## src/hdl/mht_pkg.sv

```systemverilog
// ----------------------------------------------------------------------------
// mht_pkg
// Shared types and constants of the mid-square hash table unit: result
// codes, controller states and the command/status bundles.
// ----------------------------------------------------------------------------
`default_nettype none

package mht_pkg;

  localparam int unsigned TS_W = 11;
  localparam int unsigned STATUS_W = 3;
  localparam int unsigned PAY_W = 32;
  localparam int unsigned KEY_W = 16;
  localparam int unsigned SLOT_W = 10;

  localparam logic [TS_W-1:0] TABLE_SIZE_RST = 11'd1024;

  localparam logic FUNC_INSERT = 1'b0;
  localparam logic FUNC_SEARCH = 1'b1;

  localparam logic [STATUS_W-1:0] ST_INSERTED = 3'd0;
  localparam logic [STATUS_W-1:0] ST_PRESENT  = 3'd1;
  localparam logic [STATUS_W-1:0] ST_FOUND    = 3'd2;
  localparam logic [STATUS_W-1:0] ST_NOTFOUND = 3'd3;
  localparam logic [STATUS_W-1:0] ST_FULL     = 3'd4;

  // Reciprocal of ten for a 32-bit dividend: q = (x * RECIP10) >> RECIP10_SH
  localparam logic [31:0] RECIP10 = 32'hCCCC_CCCD;
  localparam int unsigned RECIP10_SH = 35;

  // Bits of the two-digit hash fed through the restoring modulo
  localparam int unsigned HASH_W = 7;

  typedef enum logic [8:0] {
    S_CLEAR     = 9'b000000001,
    S_IDLE      = 9'b000000010,
    S_COUNT     = 9'b000000100,
    S_SKIP      = 9'b000001000,
    S_DIGIT     = 9'b000010000,
    S_MOD       = 9'b000100000,
    S_PROBE_RD  = 9'b001000000,
    S_PROBE_CHK = 9'b010000000,
    S_DONE      = 9'b100000000
  } mht_state_e;

  typedef struct packed {
    logic clr_step;
    logic load_item;
    logic cnt_step;
    logic skip_load;
    logic skip_step;
    logic dig0;
    logic dig1;
    logic mod_step;
    logic probe_load;
    logic probe_adv;
    logic finish;
    logic load_out;
  } mht_cmd_t;

  typedef struct packed {
    logic clr_last;
    logic x_zero;
    logic cnt_zero;
    logic probe_end;
    logic out_free;
  } mht_sts_t;

endpackage

`default_nettype wire

```

## src/hdl/mht_ctrl.sv

```systemverilog
// ----------------------------------------------------------------------------
// mht_ctrl
// Sequencer: clearing pass, hash digit steps, modulo steps, probe loop and
// result hand-off.
// ----------------------------------------------------------------------------
`default_nettype none

module mht_ctrl
  import mht_pkg::*;
(
  input  wire logic     clk_i,
  input  wire logic     rst_ni,
  input  wire logic     in_valid_i,
  output logic          in_stall_o,
  input  wire mht_sts_t sts_i,
  output mht_cmd_t      cmd_o
);

  mht_state_e state_q, state_d;

  always_comb begin
    state_d = state_q;
    cmd_o = '0;
    in_stall_o = 1'b1;
    unique case (state_q)
      S_CLEAR: begin
        cmd_o.clr_step = 1'b1;
        if (sts_i.clr_last) begin
          state_d = S_IDLE;
        end
      end
      S_IDLE: begin
        in_stall_o = 1'b0;
        if (in_valid_i) begin
          cmd_o.load_item = 1'b1;
          state_d = S_COUNT;
        end
      end
      S_COUNT: begin
        if (sts_i.x_zero) begin
          cmd_o.skip_load = 1'b1;
          state_d = S_SKIP;
        end else begin
          cmd_o.cnt_step = 1'b1;
        end
      end
      S_SKIP: begin
        if (sts_i.cnt_zero) begin
          cmd_o.dig0 = 1'b1;
          state_d = S_DIGIT;
        end else begin
          cmd_o.skip_step = 1'b1;
        end
      end
      S_DIGIT: begin
        cmd_o.dig1 = 1'b1;
        state_d = S_MOD;
      end
      S_MOD: begin
        if (sts_i.cnt_zero) begin
          cmd_o.probe_load = 1'b1;
          state_d = S_PROBE_RD;
        end else begin
          cmd_o.mod_step = 1'b1;
        end
      end
      S_PROBE_RD: begin
        state_d = S_PROBE_CHK;
      end
      S_PROBE_CHK: begin
        if (sts_i.probe_end) begin
          cmd_o.finish = 1'b1;
          state_d = S_DONE;
        end else begin
          cmd_o.probe_adv = 1'b1;
          state_d = S_PROBE_RD;
        end
      end
      S_DONE: begin
        if (sts_i.out_free) begin
          cmd_o.load_out = 1'b1;
          state_d = S_IDLE;
        end
      end
      default: begin
        state_d = S_IDLE;
      end
    endcase
  end

  always_ff @(posedge clk_i or negedge rst_ni) begin
    if (!rst_ni) begin
      state_q <= S_CLEAR;
    end else begin
      state_q <= state_d;
    end
  end

endmodule

`default_nettype wire

```

## config.mk

```make
export PLATFORM = sky130hd
export DESIGN_NAME = mht_ctrl
export DESIGN_NICKNAME = d
export VERILOG_FILES = /design/src/hdl/mht_pkg.sv /design/src/hdl/mht_ctrl.sv
export SDC_FILE = /design/constraint.sdc
export NUM_CORES = 1
export LEC_CHECK = 0
export BUFFER_PORTS_ARGS = -buffer_cell sky130_fd_sc_hd__buf_2
export CORE_AREA = 2 2 39 41
export DETAILED_ROUTE_END_ITERATION = 10
export DIE_AREA = 0 0 41 43
export PLACE_DENSITY = 0.73
export SLEW_MARGIN = 25
export SYNTH_ARGS = -nofsm -noshare
export SYNTH_HDL_FRONTEND = slang
export SYNTH_SLANG_ARGS = --single-unit
export TNS_END_PERCENT = 1
```

## constraint.sdc

```tcl
create_clock -name clk_i -period 2 [get_ports clk_i]
set_input_delay 0.4 -clock clk_i [delete_from_list [all_inputs] [get_ports clk_i]]
set_output_delay 0.4 -clock clk_i [all_outputs]
set_load 0.05 [all_outputs]
```

==> results_dict.tcl, run 1 <==
set metrics [dict create \
    status "complete, but fails checks" \
    violations "negative setup slack" \
    total_power_mw 0.892 \
    postRouteAntennaNets 0 \
    ioPinCount 21 \
    syn_nets 75 \
    io_buffers 20 \
    hold_depth 2 \
    cts.path.max_buffers 2 \
    fin_util_pct 66.4 \
    rsz0062_at_grt "yes" \
    drive_gt1_share_pct 47.4 \
    cap_violations 0 \
    viasPerCell 5.50 \
    p_comb_share_pct 56.3 \
    netlist_area_um2 598 \
    path_delay_family "simple AND/OR/NAND/NOR gates" \
    crit_path_cell_trace "nor4_4 -> nand3b_4 -> nor4_2 -> buf_4" \
    finalMaxSlewViolations 0 \
    crit_path_start_kind "flip-flop" \
    finalCriticalPeriod_ns 2.13 \
    p_per_area_nw_per_um2 972 \
    cts_sinks 9 \
    wl_mm 1.50 \
    yosysSeqAreaShare_pct 37.9 \
    synth_cell_types 32 \
    wire_per_inst_um 13.3 \
    critPathBufInv 1 \
    relSlewSlack_pct 76.9 \
    top_regs "state_q: 9 flops" \
    drcViolationCount 0 \
    n_antenna_cell 0 \
    ir_drop_mv 0.760 \
    power.share.switching_pct 47.9 \
    finalHoldViolations 0 \
    worstPathRequired_ns 1.60 \
    grt_max_degree 10 \
    place_ws_ns 0.101 \
    grt_pass1_wl_mm 2.31 \
    cellInternalPower_mw 0.465 \
    synth-seq-cells 9 \
    grt_pass1_vias 536 \
    power.switching_mw 0.428 \
    area_growth_syn_to_layout_pct 53.6 \
    yosys_warnings 0 \
    antenna_found_initial 0 \
    rows 14 \
    finalSetupViolCount 10 \
    skew_ns 0.00348 \
    synthCells 67 \
    vias 621 \
    yosysTopAreaCell "dfrtp_1" \
    cts-htree-levels 1 \
    worstSetupPathType "flip-flop to output port" \
    cts_tree "built" \
    clk_pin_slew_ns 0.06 \
    cts-root-buf "clkbuf_4" \
    worst_pin_slew_ns 0.344 \
    grt.total_usage_pct 19.0 \
    drt-pass1-iter-count 4 \
    leakagePower_nw 0.408 \
    die_w_um 41 \
    worst_setup_path_end_kind "output port" \
    die_area_um2 1760 \
    drt-initial-drc-count 10 \
    arrival_ns 1.73 \
    yosysTopAreaCellShare_pct 33.5 \
    fp.coreArea_um2 1380 \
    fmax_mhz 470 \
    initial_core_util_pct 43.2 \
    clockPowerShare_pct 16.5 \
    critical-path-max-stage-delay_ns 0.44 \
    fin_ws_ns -0.128 \
    clock_latency_ns 0.26 \
    nets 106 \
    die_height_um 43 \
    cp.depth 4 \
    synthTopCellsByArea "dfrtp_1 33%, nor2_1 6.3%, dfstp_2 4.4%" \
    min_path_type "input port to flip-flop" \
    seqPwrFrac_pct 27.2 \
    fin_crit_sh_pct 106 \
    ff2ff_path_depth 6 \
    grt-ovfl-total 0 \
    numCtsBuffers 3 \
    syn_avg_cell_area_um2 8.93 \
    place_congestion 0.779 \
    worst_path_max_delay_cell "dfrtp_2" \
    holdWs_ns 0.358 \
    top_register "state_q" \
    dp_hpwl_mm 1.04 \
    cp_max_fo 7 \
    largest_register_ffs 9 \
]
through the flow:
| step | TNS, ns | instance area [um^2] | std cells |
|---|---|---|---|
| 2_1_floorplan | -0.885 | 611 | 67 |
| 3_3_place_gp | 0 | 733 | 103 |
| 3_5_place_dp | 0 | 733 | 103 |
| 4_1_cts | -0.907 | 810 | 108 |
| 5_1_grt | -1.60 | 918 | 113 |
| 6_report | -0.685 | 918 | 113 |
cell usage after synthesis:
cell,count
a211oi_1,1
a21oi_1,3
and2_1,2
and2b_1,1
and3_1,1
and4b_1,1
buf_2,1
dfrtp_1,8
dfstp_2,1
inv_1,3
nand2_1,6
nand2b_1,2
nand3_1,1
nand3b_2,1
nand4b_1,1
nor2_1,10
nor2b_1,1
nor3_1,1
nor3_2,2
nor3b_1,2
nor3b_2,1
nor4_1,3
nor4_4,1
nor4b_1,2
o22a_1,1
o22ai_1,4
or2_1,1
or2_2,1
or3b_1,1
or4b_1,1
xnor2_1,1
xor2_1,1
worst register-to-register path, cell delays in order (launching register included):
cell and delay [ns]:
dfrtp_2 0.44, nor3_4 0.21, and2_4 0.18, nand4b_1 0.18, buf_4 0.19, buf_4 0.12
o22ai_1 0.13
cells in the final DEF, fill, tap and decap left out, drive strengths merged, types with 2 or more instances in the layout:
cell    count
a21oi       3
and2        2
buf        24
clkbuf      6
dfrtp       8
inv         3
nand2       6
nand2b      2
nor2       10
nor3        3
nor3b       3
nor4        4
nor4b       2
o22ai       4
or2         2
cells by family (layout without fill, tap and decap cells):
kind of cell | count (synthesis) | in the layout | share of synthesized area (%)
compound gates | 9 | 9 | 9.41
xor+xnor | 2 | 2 | 2.93
buf+inv | 4 | 34 | 2.72
flops | 9 | 9 | 37.9
simple gates | 43 | 43 | 47.1
area by class of cell:
cell class,count,area (um^2)
multi-input combinational,54,417
tap,16,20.0
sequential,9,231
inverter,3,11.3
clock buffer,4,26.3
fill,110,465
timing repair buffer,27,213
repair_timing:
item                                    4_1_cts  5_1_grt
gates resized for setup                      14       18
hold endpoints to repair                      8        0
pin swaps                                     2        4
buffers inserted                              0        5
endpoints found under the setup margin       12       13
hold buffers                                  1        0
layer usage:
metal	routed length, um	track usage (%)	vias to the layer above
met5	0	0	-
met1	666	25.7	288
li1	-	-	306
met3	70	1.57	5
met4	33	10.0	0
met2	732	28.7	22
power groups by stage:
| stage | Sequential [mW] | Clock [mW] | Combinational (mW) |
|---|---|---|---|
| after floorplan | 0.225 | 0 | 0.335 |
| after global placement | 0.234 | 0 | 0.414 |
| after detailed placement | 0.236 | 0 | 0.420 |
| after CTS | 0.234 | 0.149 | 0.443 |
| after global routing | 0.246 | 0.162 | 0.543 |
| final | 0.243 | 0.148 | 0.502 |
path summary, 6_finish.rpt:
check	from	endpoint	slack, ns
min in group asynchronous	rst_ni	state_q[3]$_DFFE_PN0P_	0.52
hold / removal	sts_i[1]	state_q[6]$_DFFE_PN0P_	0.36
hold reg to reg	state_q[1]$_DFFE_PN0P_	state_q[0]$_DFFE_PN1P_	0.68
setup / recovery	state_q[7]$_DFFE_PN0P_	cmd_o[7]	-0.13
setup reg to reg	state_q[8]$_DFFE_PN0P_	state_q[8]$_DFFE_PN0P_	0.47
max in group asynchronous	rst_ni	state_q[0]$_DFFE_PN1P_	1.23
Power figures use the tool's default switching activity.
==> inputs of run 2 (changes only) <==
ABC_AREA = 1   (was not set)
CORE_AREA = not set   (was 2 2 39 41)
CORE_MARGIN = 1.5   (was not set)
CORE_UTILIZATION = 50   (was not set)
DIE_AREA = not set   (was 0 0 41 43)
PLACE_DENSITY = 0.77   (was 0.73)
==> run 2 against run 1 <==
- the flow now finishes without violations
- via count grew 29%
- worst hold slack improved by 0.015 ns
- die area about the same
- sequential share of layout area fell by 2.2 points
- clock power decreased by 3%
- cell area grew 7.8%
- clock-buffer cell count did not move
- worst setup slack better by 0.20 ns
- critical endpoint unchanged
==> results_dict.tcl, run 2 <==
set metrics [dict create \
    finalHoldViolations 0 \
    netlist_area_um2 759 \
    hold_depth 4 \
    ff2ff_path_depth 10 \
    multiInputGateArea_um2 457 \
    wire_per_inst_um 11.2 \
    dp_hpwl_mm 1.37 \
    grt-ovfl-total 0 \
    holdWs_ns 0.372 \
    p_per_area_nw_per_um2 1100 \
    nFillCells 117 \
    synth-seq-cells 9 \
    synthTopCellsByArea "dfrtp_1 26%, nor2_1 11%, inv_1 9.4%" \
    grt_pass1_wl_mm 2.76 \
    synth-edff-count 0 \
    drcViolationCount 0 \
    worst_pin_slew_ns 0.268 \
    fp.coreArea_um2 1350 \
    r2r-start "state_q[0]$_DFFE_PN1P_" \
    rows 13 \
    yosysTopAreaCellShare_pct 26.4 \
    synth_common_cells "22 x nor2_1, 19 x inv_1, 14 x nand3_1" \
    area_growth_syn_to_layout_pct 30.3 \
    cts.path.max_buffers 2 \
    leakagePower_nw 0.575 \
    fin_crit_sh_pct 96.4 \
    cts-root-buf "clkbuf_4" \
    initial_core_util_pct 56.3 \
    synth_ff_type "dfrtp_1" \
    fin_ws_ns 0.0711 \
    worstPathRequired_ns 1.60 \
    top_register "state_q" \
    place_ws_ns 0.284 \
    final_common_cell "nor2_1" \
    worst_setup_path_end_kind "output port" \
    numCtsBuffers 3 \
    die_area_um2 1760 \
    hp-start "sts_i[4]" \
    skew_ns 0.00178 \
    final_cell_mix "21 x nor2_1, 18 x inv_1, 14 x nand3_1" \
    seqPwrFrac_pct 22.8 \
    relSlewSlack_pct 82.1 \
    finalCriticalPeriod_ns 1.93 \
    wl_mm 1.73 \
    ir_drop_mv 0.897 \
    totalNegativeSetupSlack_ns 0 \
    seq_area_um2 228 \
    io_buffers 20 \
    cellInternalPower_mw 0.519 \
    drt-pass1-iter-count 5 \
    yosysTopAreaCell "dfrtp_1" \
    cts-htree-levels 1 \
    wl_met1_um 807 \
    rrSetupSlack_ns 0.52 \
    syn_nets 119 \
    largest_register_ffs 9 \
    postRouteAntennaNets 0 \
    antenna_found_initial 0 \
    p_comb_share_pct 64.0 \
    async_flop_share_pct 100 \
    worstSetupPathType "flip-flop to output port" \
    nets 149 \
    met3_length_um 56 \
    ioPinCount 21 \
    power.switching_mw 0.573 \
    whs_endpoint "state_q[0]$_DFFE_PN1P_" \
    cts_tree "built" \
    clk_pin_slew_ns 0.06 \
    grt_max_degree 10 \
    rsz0062_at_grt "yes" \
    finalMaxSlewViolations 0 \
    n_antenna_cell 0 \
    yosysSeqAreaShare_pct 29.8 \
    synthCells 111 \
    drive_gt1_share_pct 40.0 \
    finalSetupViolCount 0 \
    yosys_warnings 0 \
    drt-initial-drc-count 17 \
    die_w_um 42.0 \
    vias 798 \
    min_path_type "input port to flip-flop" \
    maxUsedRoutingLayer "met4" \
    status "finished clean" \
    final_area_um2 990 \
    grt_pass1_vias 667 \
    synth.most_common_cell "nor2_1" \
    crit_path_start_kind "flip-flop" \
    viasPerCell 5.15 \
    cts_sinks 9 \
    r2r-end "state_q[1]$_DFFE_PN0P_" \
    grt.total_usage_pct 20.6 \
    die_height_um 42.0 \
    syn_avg_cell_area_um2 6.84 \
    fmax_mhz 518 \
    wl_met2_um 829 \
    power.share.switching_pct 52.5 \
    clockPowerShare_pct 13.2 \
    cp_max_fo 4 \
    arrival_ns 1.53 \
    dpl_cell_area_um2 883 \
    top_regs "state_q: 9 flops" \
    cap_violations 0 \
    synth_cell_types 21 \
    clock_latency_ns 0.27 \
    total_power_mw 1.09 \
    place_congestion 0.879 \
]
==> run 2: cell count changes after synthesis, sizes merged, moves of 4 or more <==
cell	change
nor4	-4
inv	+20
nand2	+13
nand3	+15
o22ai	-4
nor2	+21
==> run 2: layer usage <==
metal	track usage, %	up-vias
met5	0	-
met3	1.29	4
met1	28.4	362
li1	-	407
met4	11.6	0
met2	31.9	25
==> run 2: final cells by class <==
| class | count | share of cell area [%] |
|---|---|---|
| clock buffer | 4 | 2.65 |
| inverter | 23 | 9.48 |
| multi-input combinational | 79 | 46.1 |
| sequential | 9 | 23.0 |
| tap | 15 | 1.90 |
| timing repair buffer | 25 | 16.8 |
==> run 2: worst max path at each step <==
stage / end / startpoint
floorplan: cmd_o[11] / state_q[4]$_DFFE_PN0P_
global placement: cmd_o[3] / state_q[1]$_DFFE_PN0P_
detailed placement: cmd_o[3] / state_q[1]$_DFFE_PN0P_
CTS: cmd_o[7] / state_q[1]$_DFFE_PN0P_
global route: cmd_o[11] / state_q[5]$_DFFE_PN0P_
finish: cmd_o[7] / state_q[5]$_DFFE_PN0P_
==> run 2: logic make-up after synthesis <==
family | after synthesis | share of synthesized area, %
AND/OR/NAND/NOR | 76 | 56.2
buffers and inverters | 23 | 12.0
flip-flops | 9 | 29.8
AO/OA/AOI/OAI | 3 | 1.98
==> run 2: timing repair <==
action | in CTS | in global routing
setup buffers | 0 | 4
hold buffers | 1 | 0
pin swaps | 0 | 2
endpoints found under the setup margin | 1 | 11
hold endpoints to repair | 8 | 0
gates resized for setup | 1 | 17
==> run 2: critical path: stages (launching register included) <==
cell      delay (ns)
dfrtp_1         0.42
nor2_4          0.18
nand2_4         0.09
inv_4           0.08
nand2_4         0.07
nor2_4          0.08
nand2_2         0.07
inv_1           0.06
clkbuf_4        0.22
==> run 2: through the flow <==
step,util [%],cells
after global routing,73.3,155
after global placement,65.4,146
after detailed placement,65.4,146
final,73.3,155
after floorplan,-,111
after CTS,68.3,151
==> run 2: power groups by stage <==
| stage | logic [mW] | registers [mW] | clock network [mW] |
|---|---|---|---|
| global placement | 0.643 | 0.249 | 0 |
| global route | 0.760 | 0.253 | 0.159 |
| floorplan | 0.537 | 0.244 | 0 |
| CTS | 0.649 | 0.247 | 0.144 |
| detailed placement | 0.645 | 0.250 | 0 |
| finish | 0.699 | 0.249 | 0.144 |
==> inputs of run 3 (changes only) <==
SETUP_SLACK_MARGIN = 0.4   (was not set)
==> run 3 against run 2 <==
- critical path depth unchanged
- clock power about the same
- critical endpoint unchanged
- first-iteration DRC count grew to 3.2 times the previous value
- worst hold slack better by 0.058 ns
- sequential power about the same
- via count up 14%
- clock-buffer cell count is the same
- sequential share of layout area down 3.6 points
- cell area rose by 20%
- total power increased by 19%
- global-route usage up 8.9 points
==> results_dict.tcl, run 3 (synthesis gave the netlist of run 2 again) <==
set metrics [dict create \
    n_antenna_cell 0 \
    drt-initial-drc-count 55 \
    grt.total_usage_pct 29.5 \
    status "finished clean" \
    numCtsBuffers 3 \
    ir_drop_mv 0.786 \
    antenna_found_initial 0 \
    worst_pin_slew_ns 0.339 \
    wl_mm 2.66 \
    wire_per_inst_um 16.9 \
    nFillCells 66 \
    vias 908 \
    drt-pass1-iter-count 4 \
    fin_util_pct 88.0 \
    total_power_mw 1.30 \
    fp.coreArea_um2 1350 \
    viasPerCell 5.78 \
    dpl_cell_area_um2 940 \
    postRouteAntennaNets 0 \
    clock_latency_ns 0.26 \
    skew_ns 0.00506 \
    die_area_um2 1760 \
    cts_sinks 9 \
    rows 13 \
    crit_path_start_kind "flip-flop" \
    die_w_um 42.0 \
    fin_crit_sh_pct 96.9 \
    finalSetupViolCount 0 \
    cts.path.max_buffers 2 \
    dp_hpwl_mm 1.46 \
    worst_setup_path_end_kind "output port" \
    grt_pass1_wl_mm 3.88 \
    rsz0062_at_grt "yes" \
    worstSetupPathType "flip-flop to output port" \
    finalHoldViolations 0 \
    grt-ovfl-total 0 \
    largest_register_ffs 9 \
    grt_max_degree 10 \
    totalNegativeSetupSlack_ns 0 \
    die_height_um 42.0 \
    place_congestion 0.897 \
    min_path_type "input port to flip-flop" \
    grt_pass1_vias 842 \
    clk_pin_slew_ns 0.07 \
    final_cell_mix "15 x inv_1, 15 x nor2_1, 12 x nand2_1, 12 x nand3_1" \
    worstPathRequired_ns 1.60 \
    cap_violations 0 \
    drcViolationCount 0 \
    cts-root-buf "clkbuf_4" \
    top_regs "state_q: 9 flops" \
    cp_max_fo 5 \
    cts-htree-levels 1 \
    ioPinCount 21 \
    final_area_um2 1190 \
    finalMaxSlewViolations 0 \
    finalCriticalPeriod_ns 1.94 \
    drive_gt1_share_pct 52.1 \
    arrival_ns 1.54 \
    place_ws_ns 0.238 \
    fin_ws_ns 0.0628 \
    cts_tree "built" \
    relSlewSlack_pct 77.4 \
    io_buffers 20 \
    fmax_mhz 516 \
    nets 151 \
    top_register "state_q" \
    leakagePower_nw 0.610 \
    initial_core_util_pct 56.3 \
    area_growth_syn_to_layout_pct 56.5 \
    p_per_area_nw_per_um2 1100 \
]
## run 3: changes by cell type in the layout (fill, tap and decap cells not counted), moves of 3 or more
cell | before | now
inv_1 | 18 | 15
nor3_4 | 0 | 3
nor3_1 | 5 | 2
inv_2 | 2 | 5
buf_2 | 11 | 8
buf_6 | 1 | 9
nor2_1 | 21 | 15
clkbuf_4 | 9 | 3
nor2_4 | 4 | 9
## run 3: area by class of cell
| type | instances | area, um^2 | area share, % |
|---|---|---|---|
| Multi-Input combinational cell | 79 | 578 | 48.6 |
| Timing Repair Buffer | 27 | 239 | 20.1 |
| Sequential cell | 9 | 230 | 19.4 |
| Inverter | 23 | 96.3 | 8.11 |
| Clock buffer | 4 | 26.3 | 2.21 |
| Tap cell | 15 | 18.8 | 1.58 |
## run 3: worst max-delay path, stage by stage, from the launching register on
cell and delay [ns]:
dfrtp_2 0.47, nor2_4 0.15, nand2_4 0.10, inv_6 0.09, nand2_8 0.07, nor2_4 0.09
nand2_2 0.08, inv_2 0.08, buf_8 0.14
## run 3: path summary, 6_finish.rpt
kind	depth (start not counted)	to	startpoint	slack, ns
worst max-delay path	8	cmd_o[7]	state_q[6]$_DFFE_PN0P_	0.06
max in group asynchronous	2	state_q[0]$_DFFE_PN1P_	rst_ni	1.21
worst min register to register	3	state_q[7]$_DFFE_PN0P_	state_q[1]$_DFFE_PN0P_	0.65
worst min-delay path	4	state_q[6]$_DFFE_PN0P_	sts_i[1]	0.43
min in group asynchronous	2	state_q[5]$_DFFE_PN0P_	rst_ni	0.53
worst max register to register	10	state_q[3]$_DFFE_PN0P_	state_q[1]$_DFFE_PN0P_	0.43
## run 3: repair_timing
action	4_1_cts	5_1_grt
gates resized for setup	36	10
endpoints found under the setup margin	13	13
buffers inserted	4	2
hold buffers	1	0
endpoints found under the hold margin	8	0
pin swaps	3	2
## run 3: routing by layer
layer	vias up	share of wire (%)	GRT usage, %	wire length [um]
met5	-	0	0	0
met4	0	3.0	15.5	79
met3	14	6.1	1.72	162
met2	63	51	52.5	1360
met1	420	40	35.3	1050
li1	411	-	-	-
## run 3: power breakdown
part | internal [mW] | switching (mW)
clock | 0.0771 | 0.0679
sequential | 0.213 | 0.0381
combinational | 0.307 | 0.598
## run 3: per-stage QoR
| step | hold WS (ns) | instances |
|---|---|---|
| final | 0.431 | 157 |
| after global routing | 0.466 | 157 |
| after CTS | 0.384 | 155 |
| after detailed placement | 0.263 | 146 |
| after global placement | 0.259 | 146 |
| after floorplan | 0.104 | 111 |
